`src/hw/rtl/sfr_pkg.sv`:
```
// ============================================================================
// sfr_pkg
// Shared types and codes for the serial frame receiver.
// ============================================================================
`timescale 1ns / 1ps
`default_nettype none

package sfr_pkg;

  // Input item kinds, carried on in_tuser
  localparam logic CMD_BYTE     = 1'b0;
  localparam logic CMD_LINE_ERR = 1'b1;

  // Configuration register indexes (byte address is 4 * index)
  localparam logic [1:0] REG_HEADER_FIRST  = 2'd0;
  localparam logic [1:0] REG_HEADER_SECOND = 2'd1;
  localparam logic [1:0] REG_MAX_LENGTH    = 2'd2;

  // Reset values of the configuration registers
  localparam logic [7:0] HEADER_FIRST_RST  = 8'd170;
  localparam logic [7:0] HEADER_SECOND_RST = 8'd85;
  localparam logic [5:0] MAX_LENGTH_RST    = 6'd32;

  // Output tdata width: id 8, command 8, length 6, byte 8, index 5, padded to bytes
  localparam int OUT_DATA_W = 40;

  typedef struct packed {
    logic [7:0] header_first;
    logic [7:0] header_second;
    logic [5:0] max_length;
  } cfg_t;

  // Controller to datapath commands
  typedef struct packed {
    logic id_ld;      // take id byte, start checksum
    logic cmd_ld;     // take command byte
    logic len_ld;     // take length byte, clear payload index
    logic data_wr;    // store payload byte
    logic emit_clr;   // emit index back to zero
    logic emit_rd;    // read payload store at emit index
    logic out_load;   // load the output register
    logic emit_inc;   // advance emit index
  } ctrl_cmd_t;

  // Datapath to controller status
  typedef struct packed {
    logic line_err;
    logic hdr1_hit;
    logic hdr2_hit;
    logic len_ok;
    logic len_zero;
    logic data_done;
    logic csum_ok;
    logic emit_last;
    logic out_free;
  } dp_status_t;

endpackage

`default_nettype wire

```
`src/hw/rtl/sfr_cfg_regs.sv`:
```
// ============================================================================
// sfr_cfg_regs
// APB-style register block holding the header bytes and the length limit.
// ============================================================================
`timescale 1ns / 1ps
`default_nettype none

module sfr_cfg_regs (
  input  wire logic              clk,
  input  wire logic              rst_n,
  input  wire logic              psel,
  input  wire logic              penable,
  input  wire logic              pwrite,
  input  wire logic [3:0]        paddr,
  input  wire logic [31:0]       pwdata,
  output logic      [31:0]       prdata,
  output logic                   pready,
  output sfr_pkg::cfg_t          cfg
);

  sfr_pkg::cfg_t cfg_r;
  sfr_pkg::cfg_t cfg_nxt;
  logic          wr_en;
  logic [1:0]    reg_idx;

  assign pready  = 1'b1;
  assign wr_en   = psel & penable & pwrite;
  assign reg_idx = paddr[3:2];
  assign cfg     = cfg_r;

  // Register write decode
  always_comb begin
    cfg_nxt = cfg_r;
    if (wr_en) begin
      case (reg_idx)
        sfr_pkg::REG_HEADER_FIRST:  cfg_nxt.header_first  = pwdata[7:0];
        sfr_pkg::REG_HEADER_SECOND: cfg_nxt.header_second = pwdata[7:0];
        sfr_pkg::REG_MAX_LENGTH:    cfg_nxt.max_length    = pwdata[5:0];
        default: ;
      endcase
    end
  end

  always_ff @(posedge clk) begin
    if (!rst_n) begin
      cfg_r.header_first  <= sfr_pkg::HEADER_FIRST_RST;
      cfg_r.header_second <= sfr_pkg::HEADER_SECOND_RST;
      cfg_r.max_length    <= sfr_pkg::MAX_LENGTH_RST;
    end else begin
      cfg_r <= cfg_nxt;
    end
  end

  // Read mux
  always_comb begin
    case (reg_idx)
      sfr_pkg::REG_HEADER_FIRST:  prdata = {24'd0, cfg_r.header_first};
      sfr_pkg::REG_HEADER_SECOND: prdata = {24'd0, cfg_r.header_second};
      sfr_pkg::REG_MAX_LENGTH:    prdata = {26'd0, cfg_r.max_length};
      default:                    prdata = 32'd0;
    endcase
  end

endmodule

`default_nettype wire

```
`src/hw/rtl/sfr_ctrl.sv`:
```
// ============================================================================
// sfr_ctrl
// Frame parse and emit state machine.
// ============================================================================
`timescale 1ns / 1ps
`default_nettype none

module sfr_ctrl (
  input  wire logic                clk,
  input  wire logic                rst_n,
  input  wire logic                in_valid,
  output logic                     in_ready,
  input  wire sfr_pkg::dp_status_t st,
  output sfr_pkg::ctrl_cmd_t       cmd
);

  localparam logic [3:0] S_HDR1    = 4'd0;
  localparam logic [3:0] S_HDR2    = 4'd1;
  localparam logic [3:0] S_ID      = 4'd2;
  localparam logic [3:0] S_CMD     = 4'd3;
  localparam logic [3:0] S_LEN     = 4'd4;
  localparam logic [3:0] S_DATA    = 4'd5;
  localparam logic [3:0] S_CSUM    = 4'd6;
  localparam logic [3:0] S_EMIT_RD = 4'd7;
  localparam logic [3:0] S_EMIT_LD = 4'd8;

  logic [3:0] state_r;
  logic [3:0] state_nxt;
  logic       accept;
  logic       take_byte;

  // Bytes are taken in every parse state; the emit run stalls the input
  assign in_ready  = (state_r != S_EMIT_RD) && (state_r != S_EMIT_LD);
  assign accept    = in_valid & in_ready;
  assign take_byte = accept & ~st.line_err;

  // Next state and datapath commands
  always_comb begin
    state_nxt = state_r;
    cmd       = '0;
    if (accept && st.line_err) begin
      state_nxt = S_HDR1;
    end else begin
      case (state_r)
        S_HDR1: begin
          if (take_byte && st.hdr1_hit) state_nxt = S_HDR2;
        end
        S_HDR2: begin
          if (take_byte) begin
            // second header wins over a repeated first header
            if (st.hdr2_hit)       state_nxt = S_ID;
            else if (!st.hdr1_hit) state_nxt = S_HDR1;
          end
        end
        S_ID: begin
          if (take_byte) begin
            cmd.id_ld = 1'b1;
            state_nxt = S_CMD;
          end
        end
        S_CMD: begin
          if (take_byte) begin
            cmd.cmd_ld = 1'b1;
            state_nxt  = S_LEN;
          end
        end
        S_LEN: begin
          if (take_byte) begin
            if (st.len_ok) begin
              cmd.len_ld = 1'b1;
              state_nxt  = st.len_zero ? S_CSUM : S_DATA;
            end else begin
              state_nxt = S_HDR1;
            end
          end
        end
        S_DATA: begin
          if (take_byte) begin
            cmd.data_wr = 1'b1;
            if (st.data_done) state_nxt = S_CSUM;
          end
        end
        S_CSUM: begin
          if (take_byte) begin
            if (st.csum_ok) begin
              cmd.emit_clr = 1'b1;
              state_nxt    = S_EMIT_RD;
            end else begin
              state_nxt = S_HDR1;
            end
          end
        end
        S_EMIT_RD: begin
          cmd.emit_rd = 1'b1;
          state_nxt   = S_EMIT_LD;
        end
        S_EMIT_LD: begin
          // wait until the output register can take the result
          if (st.out_free) begin
            cmd.out_load = 1'b1;
            if (st.emit_last) begin
              state_nxt = S_HDR1;
            end else begin
              cmd.emit_inc = 1'b1;
              state_nxt    = S_EMIT_RD;
            end
          end
        end
        default: begin
          state_nxt = S_HDR1;
        end
      endcase
    end
  end

  always_ff @(posedge clk) begin
    if (!rst_n) begin
      state_r <= S_HDR1;
    end else begin
      state_r <= state_nxt;
    end
  end

endmodule

`default_nettype wire

```
`src/hw/rtl/sfr_datapath.sv`:
```
// ============================================================================
// sfr_datapath
// Held header fields, checksum, payload store and output register.
// ============================================================================
`timescale 1ns / 1ps
`default_nettype none

module sfr_datapath #(
  parameter int MAX_PAYLOAD = 32
) (
  input  wire logic                        clk,
  input  wire logic                        rst_n,
  input  wire sfr_pkg::cfg_t               cfg,
  input  wire logic                        in_cmd,
  input  wire logic [7:0]                  in_byte,
  input  wire sfr_pkg::ctrl_cmd_t          cmd,
  output sfr_pkg::dp_status_t              st,
  output logic                             out_valid,
  input  wire logic                        out_ready,
  output logic [7:0]                       out_frame_id,
  output logic [7:0]                       out_command_code,
  output logic [5:0]                       out_payload_length,
  output logic                             out_has_payload,
  output logic [7:0]                       out_payload_byte,
  output logic [4:0]                       out_byte_index,
  output logic                             out_last
);

  localparam int         IDX_W    = (MAX_PAYLOAD > 1) ? $clog2(MAX_PAYLOAD) : 1;
  localparam logic [8:0] MAX_P9   = 9'(MAX_PAYLOAD);

  // Held frame fields and checksum
  logic [7:0] held_id_r;
  logic [7:0] held_cmd_r;
  logic [5:0] held_len_r;
  logic [5:0] pay_idx_r;
  logic [7:0] sum_r;
  logic [5:0] emit_k_r;

  // Payload store, written while parsing, read during the emit run
  logic [7:0] store_r [MAX_PAYLOAD];
  logic [7:0] rd_data_r;

  // Output register
  logic       out_valid_r;
  logic [7:0] out_id_r;
  logic [7:0] out_cc_r;
  logic [5:0] out_len_r;
  logic       out_has_r;
  logic [7:0] out_byte_r;
  logic [4:0] out_idx_r;
  logic       out_last_r;

  logic [6:0] pay_idx_inc;
  logic [6:0] emit_k_inc;
  logic       has_pay;

  assign pay_idx_inc = {1'b0, pay_idx_r} + 7'd1;
  assign emit_k_inc  = {1'b0, emit_k_r} + 7'd1;
  assign has_pay     = (held_len_r != 6'd0);

  // Status toward the controller
  always_comb begin
    st.line_err  = (in_cmd == sfr_pkg::CMD_LINE_ERR);
    st.hdr1_hit  = (in_byte == cfg.header_first);
    st.hdr2_hit  = (in_byte == cfg.header_second);
    st.len_ok    = (in_byte <= {2'b00, cfg.max_length}) && ({1'b0, in_byte} <= MAX_P9);
    st.len_zero  = (in_byte == 8'd0);
    st.data_done = (pay_idx_inc >= {1'b0, held_len_r});
    st.csum_ok   = (in_byte == sum_r);
    st.emit_last = !has_pay || (emit_k_inc == {1'b0, held_len_r});
    st.out_free  = !out_valid_r || out_ready;
  end

  // Header fields and running sum
  always_ff @(posedge clk) begin
    if (!rst_n) begin
      held_id_r  <= 8'd0;
      held_cmd_r <= 8'd0;
      held_len_r <= 6'd0;
      pay_idx_r  <= 6'd0;
      sum_r      <= 8'd0;
    end else begin
      if (cmd.id_ld) begin
        held_id_r <= in_byte;
        sum_r     <= in_byte;
      end
      if (cmd.cmd_ld) begin
        held_cmd_r <= in_byte;
        sum_r      <= sum_r + in_byte;
      end
      if (cmd.len_ld) begin
        held_len_r <= in_byte[5:0];
        pay_idx_r  <= 6'd0;
        sum_r      <= sum_r + in_byte;
      end
      if (cmd.data_wr) begin
        pay_idx_r <= pay_idx_inc[5:0];
        sum_r     <= sum_r + in_byte;
      end
    end
  end

  // Payload store write and registered read
  always_ff @(posedge clk) begin
    if (cmd.data_wr) begin
      store_r[pay_idx_r[IDX_W-1:0]] <= in_byte;
    end
    if (cmd.emit_rd) begin
      rd_data_r <= store_r[emit_k_r[IDX_W-1:0]];
    end
  end

  // Emit index
  always_ff @(posedge clk) begin
    if (!rst_n) begin
      emit_k_r <= 6'd0;
    end else if (cmd.emit_clr) begin
      emit_k_r <= 6'd0;
    end else if (cmd.emit_inc) begin
      emit_k_r <= emit_k_inc[5:0];
    end
  end

  // Output register valid
  always_ff @(posedge clk) begin
    if (!rst_n) begin
      out_valid_r <= 1'b0;
    end else if (cmd.out_load) begin
      out_valid_r <= 1'b1;
    end else if (out_ready) begin
      out_valid_r <= 1'b0;
    end
  end

  // Output register payload
  always_ff @(posedge clk) begin
    if (cmd.out_load) begin
      out_id_r   <= held_id_r;
      out_cc_r   <= held_cmd_r;
      out_len_r  <= held_len_r;
      out_has_r  <= has_pay;
      out_byte_r <= has_pay ? rd_data_r : 8'd0;
      out_idx_r  <= has_pay ? emit_k_r[4:0] : 5'd0;
      out_last_r <= st.emit_last;
    end
  end

  assign out_valid          = out_valid_r;
  assign out_frame_id       = out_id_r;
  assign out_command_code   = out_cc_r;
  assign out_payload_length = out_len_r;
  assign out_has_payload    = out_has_r;
  assign out_payload_byte   = out_byte_r;
  assign out_byte_index     = out_idx_r;
  assign out_last           = out_last_r;

endmodule

`default_nettype wire

```
`src/hw/rtl/serial_frame_receiver.sv`:
```
// ============================================================================
// serial_frame_receiver
// Header/length/checksum frame parser for a received UART byte stream.
// ============================================================================
// Bytes come in one item each (in_tuser = 1 marks a line error, which sends the
// parser back to header hunting). Every parse state takes one item per cycle.
// After a checksum byte that matches, the frame is sent out as a run of
// results, one per payload byte (a single result for an empty payload), and
// the input stalls during the run: each result takes a registered payload
// store read and then a load of the output register, and a result also waits
// while the output register is still full and not freed by out_tready. The
// last result may still wait in the output register while the next bytes are
// accepted. No clearing pass after reset.
`timescale 1ns / 1ps
`default_nettype none

module serial_frame_receiver #(
  parameter int MAX_PAYLOAD = 32
) (
  input  wire logic                              clk,
  input  wire logic                              rst_n,
  // input channel
  input  wire logic                              in_tvalid,
  output logic                                   in_tready,
  input  wire logic [7:0]                        in_tdata,   // [7:0] rx_data
  input  wire logic                              in_tuser,   // [0] cmd
  // result channel
  output logic                                   out_tvalid,
  input  wire logic                              out_tready,
  // [7:0] frame_id, [15:8] command_code, [21:16] payload_length,
  // [29:22] payload_byte, [34:30] byte_index, [39:35] zero
  output logic [sfr_pkg::OUT_DATA_W-1:0]         out_tdata,
  output logic                                   out_tuser,  // [0] has_payload
  output logic                                   out_tlast,
  // configuration port
  input  wire logic                              cfg_psel,
  input  wire logic                              cfg_penable,
  input  wire logic                              cfg_pwrite,
  input  wire logic [3:0]                        cfg_paddr,
  input  wire logic [31:0]                       cfg_pwdata,
  output logic      [31:0]                       cfg_prdata,
  output logic                                   cfg_pready
);

  sfr_pkg::cfg_t       cfg;
  sfr_pkg::ctrl_cmd_t  cmd;
  sfr_pkg::dp_status_t st;

  logic [7:0] frame_id;
  logic [7:0] command_code;
  logic [5:0] payload_length;
  logic [7:0] payload_byte;
  logic [4:0] byte_index;

  sfr_cfg_regs u_cfg (
    .clk     (clk),
    .rst_n   (rst_n),
    .psel    (cfg_psel),
    .penable (cfg_penable),
    .pwrite  (cfg_pwrite),
    .paddr   (cfg_paddr),
    .pwdata  (cfg_pwdata),
    .prdata  (cfg_prdata),
    .pready  (cfg_pready),
    .cfg     (cfg)
  );

  sfr_ctrl u_ctrl (
    .clk      (clk),
    .rst_n    (rst_n),
    .in_valid (in_tvalid),
    .in_ready (in_tready),
    .st       (st),
    .cmd      (cmd)
  );

  sfr_datapath #(
    .MAX_PAYLOAD (MAX_PAYLOAD)
  ) u_dp (
    .clk                (clk),
    .rst_n              (rst_n),
    .cfg                (cfg),
    .in_cmd             (in_tuser),
    .in_byte            (in_tdata),
    .cmd                (cmd),
    .st                 (st),
    .out_valid          (out_tvalid),
    .out_ready          (out_tready),
    .out_frame_id       (frame_id),
    .out_command_code   (command_code),
    .out_payload_length (payload_length),
    .out_has_payload    (out_tuser),
    .out_payload_byte   (payload_byte),
    .out_byte_index     (byte_index),
    .out_last           (out_tlast)
  );

  // Pack result fields, lowest field first
  assign out_tdata = {5'd0, byte_index, payload_byte, payload_length,
                      command_code, frame_id};

endmodule

`default_nettype wire

```
`config.mk`:
```
export PLATFORM = sky130hd
export DESIGN_NAME = serial_frame_receiver
export DESIGN_NICKNAME = d
export VERILOG_FILES = /design/src/hw/rtl/sfr_pkg.sv /design/src/hw/rtl/sfr_cfg_regs.sv /design/src/hw/rtl/sfr_ctrl.sv /design/src/hw/rtl/sfr_datapath.sv /design/src/hw/rtl/serial_frame_receiver.sv
export SDC_FILE = /design/constraint.sdc
export NUM_CORES = 1
export LEC_CHECK = 0
export BUFFER_PORTS_ARGS = -buffer_cell sky130_fd_sc_hd__buf_2
export CAP_MARGIN = 20
export CORE_MARGIN = 5
export CORE_UTILIZATION = 55
export CTS_CLUSTER_DIAMETER = 30
export DETAILED_ROUTE_END_ITERATION = 6
export PLACE_DENSITY = 0.73
export SLEW_MARGIN = 20
export SYNTH_ARGS = -nofsm -noshare
export SYNTH_HDL_FRONTEND = slang
export SYNTH_SLANG_ARGS = --single-unit
```
`constraint.sdc`:
```
create_clock -name clk -period 3.8 [get_ports clk]
set_clock_uncertainty 0.15 [all_clocks]
set_input_delay 0 -clock clk [delete_from_list [all_inputs] [get_ports clk]]
set_output_delay 0 -clock clk [all_outputs]
set_load 0.02 [all_outputs]
```
==> metrics.csv, run 1 <==
stage,metric,value,unit
setup_path,worst-path cell chain,"nand3_1, nor2_1, xor2_1, ha_1, a2111oi_0, o21ai_0, o21ai_1, nor3_1, a32o_1",
placement,I/O Buffers,72,
setup_path,crit path DAT,3.32,ns
synth,"Async S/R FF share, synth",0,%
timing,Fin. Hold Viols,0,
die,die width,179,um
placement,routability cong.,0.859,
placement,Setup WS pre-CTS,0.835,ns
synth,Syn Area/Cell,15.5,um2
setup_path,Setup crit end kind,flop,
clock_network,TritonCTS sink count,370,
clock_network,CTS Hold Bufs,35,
clock_network,CTS Root Cell,clkbuf_16,
setup_path,Reg2Reg Setup Slack,0.77,ns
die,Die H,179,um
final_layout,layout cell share with drive strength beyond 1,27.9,%
hold_path,worst min-delay path class,in2reg,
status,outcome,finished clean,
grt,gr ovfl total,0,
die,# IOs,129,
final_layout,Layout Area Growth over Synthesis,23.4,%
clock_network,Clock Path Buffers,3,
routing,routed len/inst,22.8,um
setup_path,Crit Path Category,reg2reg,
power,Leak,6.70,nW
setup_path,worst path buffer plus inverter count,0,
routing,DRC,0,
clock_network,worst skew pair latency,0.55,ns
die,Die ar.,32100,um2
synth,Synth Cell Area,15700,um2
setup_path,Worst Setup Start Kind,flop,
routing,Via Count,9461,
die,row cnt,62,
clock_network,Post-CTS Setup Repair Bufs,0,
final_layout,# diodes,0,
timing,final slew viol count,0,
setup_path,Worst R2R Path Depth,9,
timing,setup ws final,0.771,ns
grt,first-pass GRT wire length,56.2,mm
synth,"Top FF cell, synth",edfxtp_1,
synth,post-synthesis instance total,1018,
power,Power Total,11.0,mW
clock_network,Clock transition at path regs,0.05,ns
setup_path,r2r startpoint,u_dp.pay_idx_r[2],
synth,sequential area share after synthesis,66.2,%
hold_path,WHS Path Cells,4,
clock_network,CTS tree,done,
timing,Least-Margin Pin Slew,1.06,ns
synth,Post-synth EDFFs,301,
timing,Max-slew headroom,29.5,%
grt,initial antenna violation count,0,
timing,Final Cycle Share,79.7,%
routing,post-route ant nets,0,
synth,Synth cell types,67,
timing,final setup violation count,0,
hold_path,Hold Startpoint,cfg_pwdata[4],
setup_path,reg2reg end,u_ctrl.state_r[2],
routing,post-DR vias/cell,5.80,
power,worst vdd ir,0.000421,V
grt,largest net degree at the start of global routing,68,
timing,unrepaired setup endpoints after global routing,no,
synth,Synth Warn #,0,
power,Pwr per Cell Area,566,nW/um2
die,Core ar.,28500,um2
setup_path,worst endpoint required time,4.09,ns
clock_network,H-tree depth,3,
grt,vias in the first global route,9716,
setup_path,"slowest stage delay, CP",0.67,ns
clock_network,number of CTS-inserted buffers,70,
final_layout,Layout Nets,1270,
routing,Pre-antenna DRT Iters,6,
synth,#FFs+latches synth,370,
placement,HPWL after DPL,22.0,mm
grt,total track usage,23.5,%
routing,initial drt markers,1090,
die,Initial Util,55.3,%
routing,drt total wl,37.2,mm
setup_path,Crit path max-delay family,compound AO/OA/AOI/OAI gates,
clock_network,# resized after CTS,0,
timing,Setup TNS Final,0,ns
timing,final hold slack,0.118,ns
hold_path,hold endpoint,u_cfg.cfg[4],
timing,minimum clock period,3.03,ns
job,max-cap viol count,0,
setup_path,crit path max fanout,14,
timing,fmax,0.330,GHz
setup_path,slowest CP cell,dfxtp_1,
cell type report:
type                            instances  area, um2
Sequential cell                       370      10400
Fill cell                            1822       9050
Multi-Input combinational cell        574       4870
Clock buffer                           73       1790
Timing Repair Buffer                  157       1110
Clock inverter                         54        667
Tap cell                              384        480
Inverter                               20       75.1
layout by cell type (no fill, tap or decap), types with 21 or more instances in the layout:
cell type,instances
edfxtp_1,301
nor2_1,79
mux4_2,78
buf_2,72
nand2_1,71
clkbuf_16,71
dfxtp_1,67
buf_4,48
nand3_1,42
a21oi_1,35
dlygate4sd3_1,35
conb_1,30
mux2i_1,26
ha_1,24
o21ai_0,21
sequential cells by signal, indices dropped and copies added (netlist names):
signal and flops:
u_dp.out_last 1, u_dp.rd_data_r 8, u_dp.out_frame_id 8, u_dp.out_payload_byte 8
u_dp.emit_k_r 6, u_dp.out_byte_index 5, u_dp.out_has_payload 1, u_dp.held_id_r 8
u_dp.out_payload_length 6, u_dp.sum_r 8, u_dp.out_valid 1, u_ctrl.state_r 4
u_dp.held_cmd_r 8, u_dp.store_r 256, u_dp.out_command_code 8, u_dp.pay_idx_r 6
u_dp.held_len_r 6, u_cfg.cfg 22
metal layers:
layer,global-route usage [%],vias to the layer above,routed length (um)
met5,0,-,0
met3,5.06,87,2580
met1,30.3,4727,14400
li1,-,4225,-
met2,39.7,422,19200
met4,8.63,0,1090
worst reg2reg max path, stage by stage (launching register included):
cell       delay (ns)
dfxtp_1          0.67
nand3_1          0.29
nor2_1           0.19
xor2_1           0.22
ha_1             0.28
a2111oi_0        0.33
o21ai_0          0.14
o21ai_1          0.32
nor3_1           0.11
a32o_1           0.23
cell families after synthesis:
kind of cell / count (synthesis) / share of synthesized area (%)
flip-flops: 370 / 66.2
other: 2 / 0.0477
AND/OR/NAND/NOR: 263 / 7.98
buffers and inverters: 102 / 3.57
multiplexers: 116 / 13.9
XOR/XNOR: 37 / 2.06
adder cells (fa/ha/maj): 25 / 2.04
AO/OA/AOI/OAI: 103 / 4.24
through the flow:
step	area [um2]	util (%)	cells
2_1_floorplan	15800	-	1046
3_3_place_gp	16600	58.3	1470
3_5_place_dp	16600	58.3	1470
4_1_cts	19400	68.2	1632
5_1_grt	19400	68.2	1632
6_report	19400	68.2	1632
synth_stat cells, types with 4 or more instances:
library cell	count	share of area (%)
edfxtp_1	301	57
nor2_1	80	1.9
mux4_2	78	11
nand2_1	71	1.7
dfxtp_1	69	8.8
nand3_1	42	1.3
a21oi_1	35	1.1
buf_4	31	1.5
clkbuf_1	28	0.67
mux2i_1	26	1.7
ha_1	24	1.9
o21ai_0	21	0.67
inv_1	20	0.48
xor2_1	19	1.1
xnor2_1	18	1.0
and2_1	17	0.68
mux2_2	10	0.72
nor3_1	9	0.29
buf_1	8	0.19
buf_2	8	0.25
nor4_1	8	0.32
a21o_1	7	0.33
buf_6	7	0.50
nor2b_1	6	0.24
a31oi_1	5	0.20
nand2b_1	5	0.20
nand4_1	4	0.16
or3_1	4	0.16
worst max-delay path by stage:
stage	slack [ns]	endpoint	startpoint	depth (start not counted)
2_1_floorplan	0.81	u_dp.out_byte_index[0]	u_ctrl.state_r[1]	4
3_3_place_gp	0.87	u_ctrl.state_r[2]	u_dp.pay_idx_r[2]	9
3_5_place_dp	0.84	u_ctrl.state_r[2]	u_dp.pay_idx_r[0]	10
4_1_cts	0.82	u_dp.store_r[24][7]	u_ctrl.state_r[3]	8
5_1_grt	0.61	u_dp.pay_idx_r[0]	in_tdata[0]	11
6_report	0.77	u_ctrl.state_r[2]	u_dp.pay_idx_r[2]	9
report_power, final:
part           total, mW  switching (mW)  leakage, nW  internal, mW
registers           4.38         0.00335         3.26          4.38
clock network       6.37            2.14         1.17          4.23
logic              0.241           0.174         2.27        0.0676
total               11.0            2.31         6.70          8.68
(Power assumes the default switching activity.)
==> run 2, diff against run 1 <==
- clock period: 3.8 -> 2.8 ns (I/O delays scaled with it)
==> run 2 against run 1 <==
  * Fmax grew 13%
  * Total power grew 25%
  * Cell count grew 1.7%
  * Combinational power increased by 41%
  * Sequential share of layout area barely moved
  * Critical path type unchanged
  * Largest power group unchanged
==> metrics.csv, run 2 (synthesis gave the netlist of run 1 again) <==
stage,metric,value,unit
setup_path,"slowest stage delay, CP",0.48,ns
setup_path,worst-path cell chain,"ha_1, nand3_1, xnor2_1, nor4_4, a21oi_2, and2_4, or4_1, a32o_1",
die,die width,179,um
power,Flop pwr share,43.1,%
final_layout,layout cell share with drive strength beyond 1,28.6,%
timing,unrepaired setup endpoints after global routing,yes,
die,Die H,179,um
grt,total track usage,24.1,%
power,Leak,6.72,nW
setup_path,reg2reg end,u_ctrl.state_r[2],
timing,Least-Margin Pin Slew,0.763,ns
power,clock network fraction of total power,54.4,%
routing,post-route ant nets,0,
timing,final slew viol count,0,
placement,Setup WS pre-CTS,0.125,ns
status,outcome,finished clean,
setup_path,worst endpoint required time,3.11,ns
power,Power Total,13.8,mW
timing,Max-slew headroom,49.0,%
final_layout,Layout Nets,1300,
routing,Pre-antenna DRT Iters,5,
die,Initial Util,55.3,%
final_layout,Layout Area Growth over Synthesis,23.5,%
placement,HPWL after DPL,23.8,mm
setup_path,Worst R2R Path Depth,8,
timing,setup ws final,0.119,ns
clock_network,Clock Path Buffers,3,
die,Die ar.,32100,um2
timing,fmax,0.373,GHz
setup_path,crit path max fanout,11,
die,Core ar.,28500,um2
routing,initial drt markers,959,
hold_path,hold endpoint,u_cfg.cfg[19],
timing,minimum clock period,2.68,ns
final_layout,Filler Cells Inserted,1813,
clock_network,worst skew pair latency,0.58,ns
final_layout,Largest register FFs,256,
setup_path,Worst Setup Start Kind,flop,
grt,gr ovfl total,0,
final_layout,Finished Core Util,68.3,%
clock_network,TritonCTS sink count,370,
grt,vias in the first global route,9699,
setup_path,Setup crit end kind,flop,
die,# IOs,129,
grt,largest net degree at the start of global routing,38,
setup_path,worst path buffer plus inverter count,0,
timing,final setup violation count,0,
placement,I/O Buffers,72,
clock_network,H-tree depth,2,
setup_path,Crit Path Category,reg2reg,
routing,DRC,0,
timing,Fin. Hold Viols,0,
power,Net Sw Frac,21.0,%
routing,post-DR vias/cell,5.76,
final_layout,most frequent cells in the layout,"301 x edfxtp_1, 80 x buf_4, 79 x nor2_1",
die,row cnt,62,
setup_path,crit path DAT,2.99,ns
grt,first-pass GRT wire length,57.8,mm
power,Sw Pwr,2.89,mW
clock_network,Clock transition at path regs,0.05,ns
clock_network,Post-CTS Setup Repair Bufs,0,
power,Pwr per Cell Area,709,nW/um2
setup_path,Reg2Reg Setup Slack,0.12,ns
setup_path,r2r startpoint,u_dp.emit_k_r[0],
hold_path,Hold Startpoint,cfg_pwdata[5],
job,max-cap viol count,0,
clock_network,CTS tree,done,
routing,routed len/inst,23.1,um
hold_path,worst min-delay path class,in2reg,
power,Internal Power,10.9,mW
hold_path,WHS Path Cells,4,
routing,Via Count,9551,
clock_network,number of CTS-inserted buffers,61,
setup_path,slowest CP cell,dfxtp_4,
final_layout,# diodes,0,
setup_path,Crit path max-delay family,simple AND/OR/NAND/NOR gates,
placement,routability cong.,0.928,
power,worst vdd ir,0.000479,V
timing,Final Cycle Share,95.7,%
final_layout,"most common cell after layout, fill and taps aside",edfxtp_1,
grt,initial antenna violation count,0,
power,Comb pwr share,2.5,%
clock_network,CTS Root Cell,clkbuf_16,
routing,drt total wl,38.3,mm
## run 2: changes by cell type in the layout (fill, tap and decap cells not counted), sizes merged
cell and change:
buf +36, bufinv -3, clkbuf -4, clkinv +1, dlygate4sd3 +3, inv -6
## run 2: worst register-to-register path, stage by stage, from the launching register on
cell	delay [ns]
dfxtp_4	0.48
ha_1	0.29
nand3_1	0.14
xnor2_1	0.20
nor4_4	0.37
a21oi_2	0.13
and2_4	0.20
or4_1	0.40
a32o_1	0.21
## run 2: what timing repair did
action                                  4_1_cts  5_1_grt
hold buffers                                 38        0
endpoints found under the hold margin       246        0
resized for setup                             0        2
endpoints found under the setup margin        0       31
## run 2: power groups by stage
stage,Sequential (mW),Clock [mW],Combinational [mW]
3_3_place_gp,6.05,0,0.293
5_1_grt,5.94,7.86,0.365
4_1_cts,5.94,7.57,0.334
3_5_place_dp,6.05,0,0.301
2_1_floorplan,6.05,0,0.181
6_report,5.94,7.49,0.339
## run 2: cell type report
| class | count | area, um2 | share of cell area (%) |
|---|---|---|---|
| Sequential cell | 370 | 10400 | 53.6 |
| Multi-Input combinational cell | 574 | 4880 | 25.1 |
| Clock buffer | 69 | 1590 | 8.17 |
| Timing Repair Buffer | 196 | 1460 | 7.52 |
| Clock inverter | 46 | 527 | 2.71 |
| Tap cell | 384 | 480 | 2.47 |
| Inverter | 20 | 75.1 | 0.386 |
## run 2: how the worst max path moves through the flow
stage / from / endpoint / slack, ns / cells past startpoint
finish: u_dp.emit_k_r[0] / u_ctrl.state_r[2] / 0.12 / 8
global route: u_ctrl.state_r[0] / u_dp.store_r[7][7] / -0.04 / 7
CTS: u_dp.emit_k_r[0] / u_ctrl.state_r[2] / 0.12 / 8
detailed placement: u_dp.emit_k_r[0] / u_ctrl.state_r[2] / 0.12 / 8
global placement: u_dp.emit_k_r[0] / u_ctrl.state_r[2] / 0.19 / 8
floorplan: u_ctrl.state_r[3] / u_dp.store_r[10][0] / 0.05 / 7
## run 2: layer usage
metal	vias up	global-route usage, %	wire, um
met1	4836	31.5	15200
li1	4270	-	-
met3	77	3.90	2220
met4	0	7.05	912
met5	-	0	0
met2	368	42.0	20000
## run 2: through the flow
step,instance area (um2),TNS (ns),hold slack [ns],cells
after CTS,19400,0,0.0626,1659
after detailed placement,16900,0,0.0938,1506
after floorplan,15800,0,-0.0511,1046
final,19400,0,0.0887,1659
after global routing,19400,-0.376,0.0975,1659
after global placement,16900,0,0.0862,1506
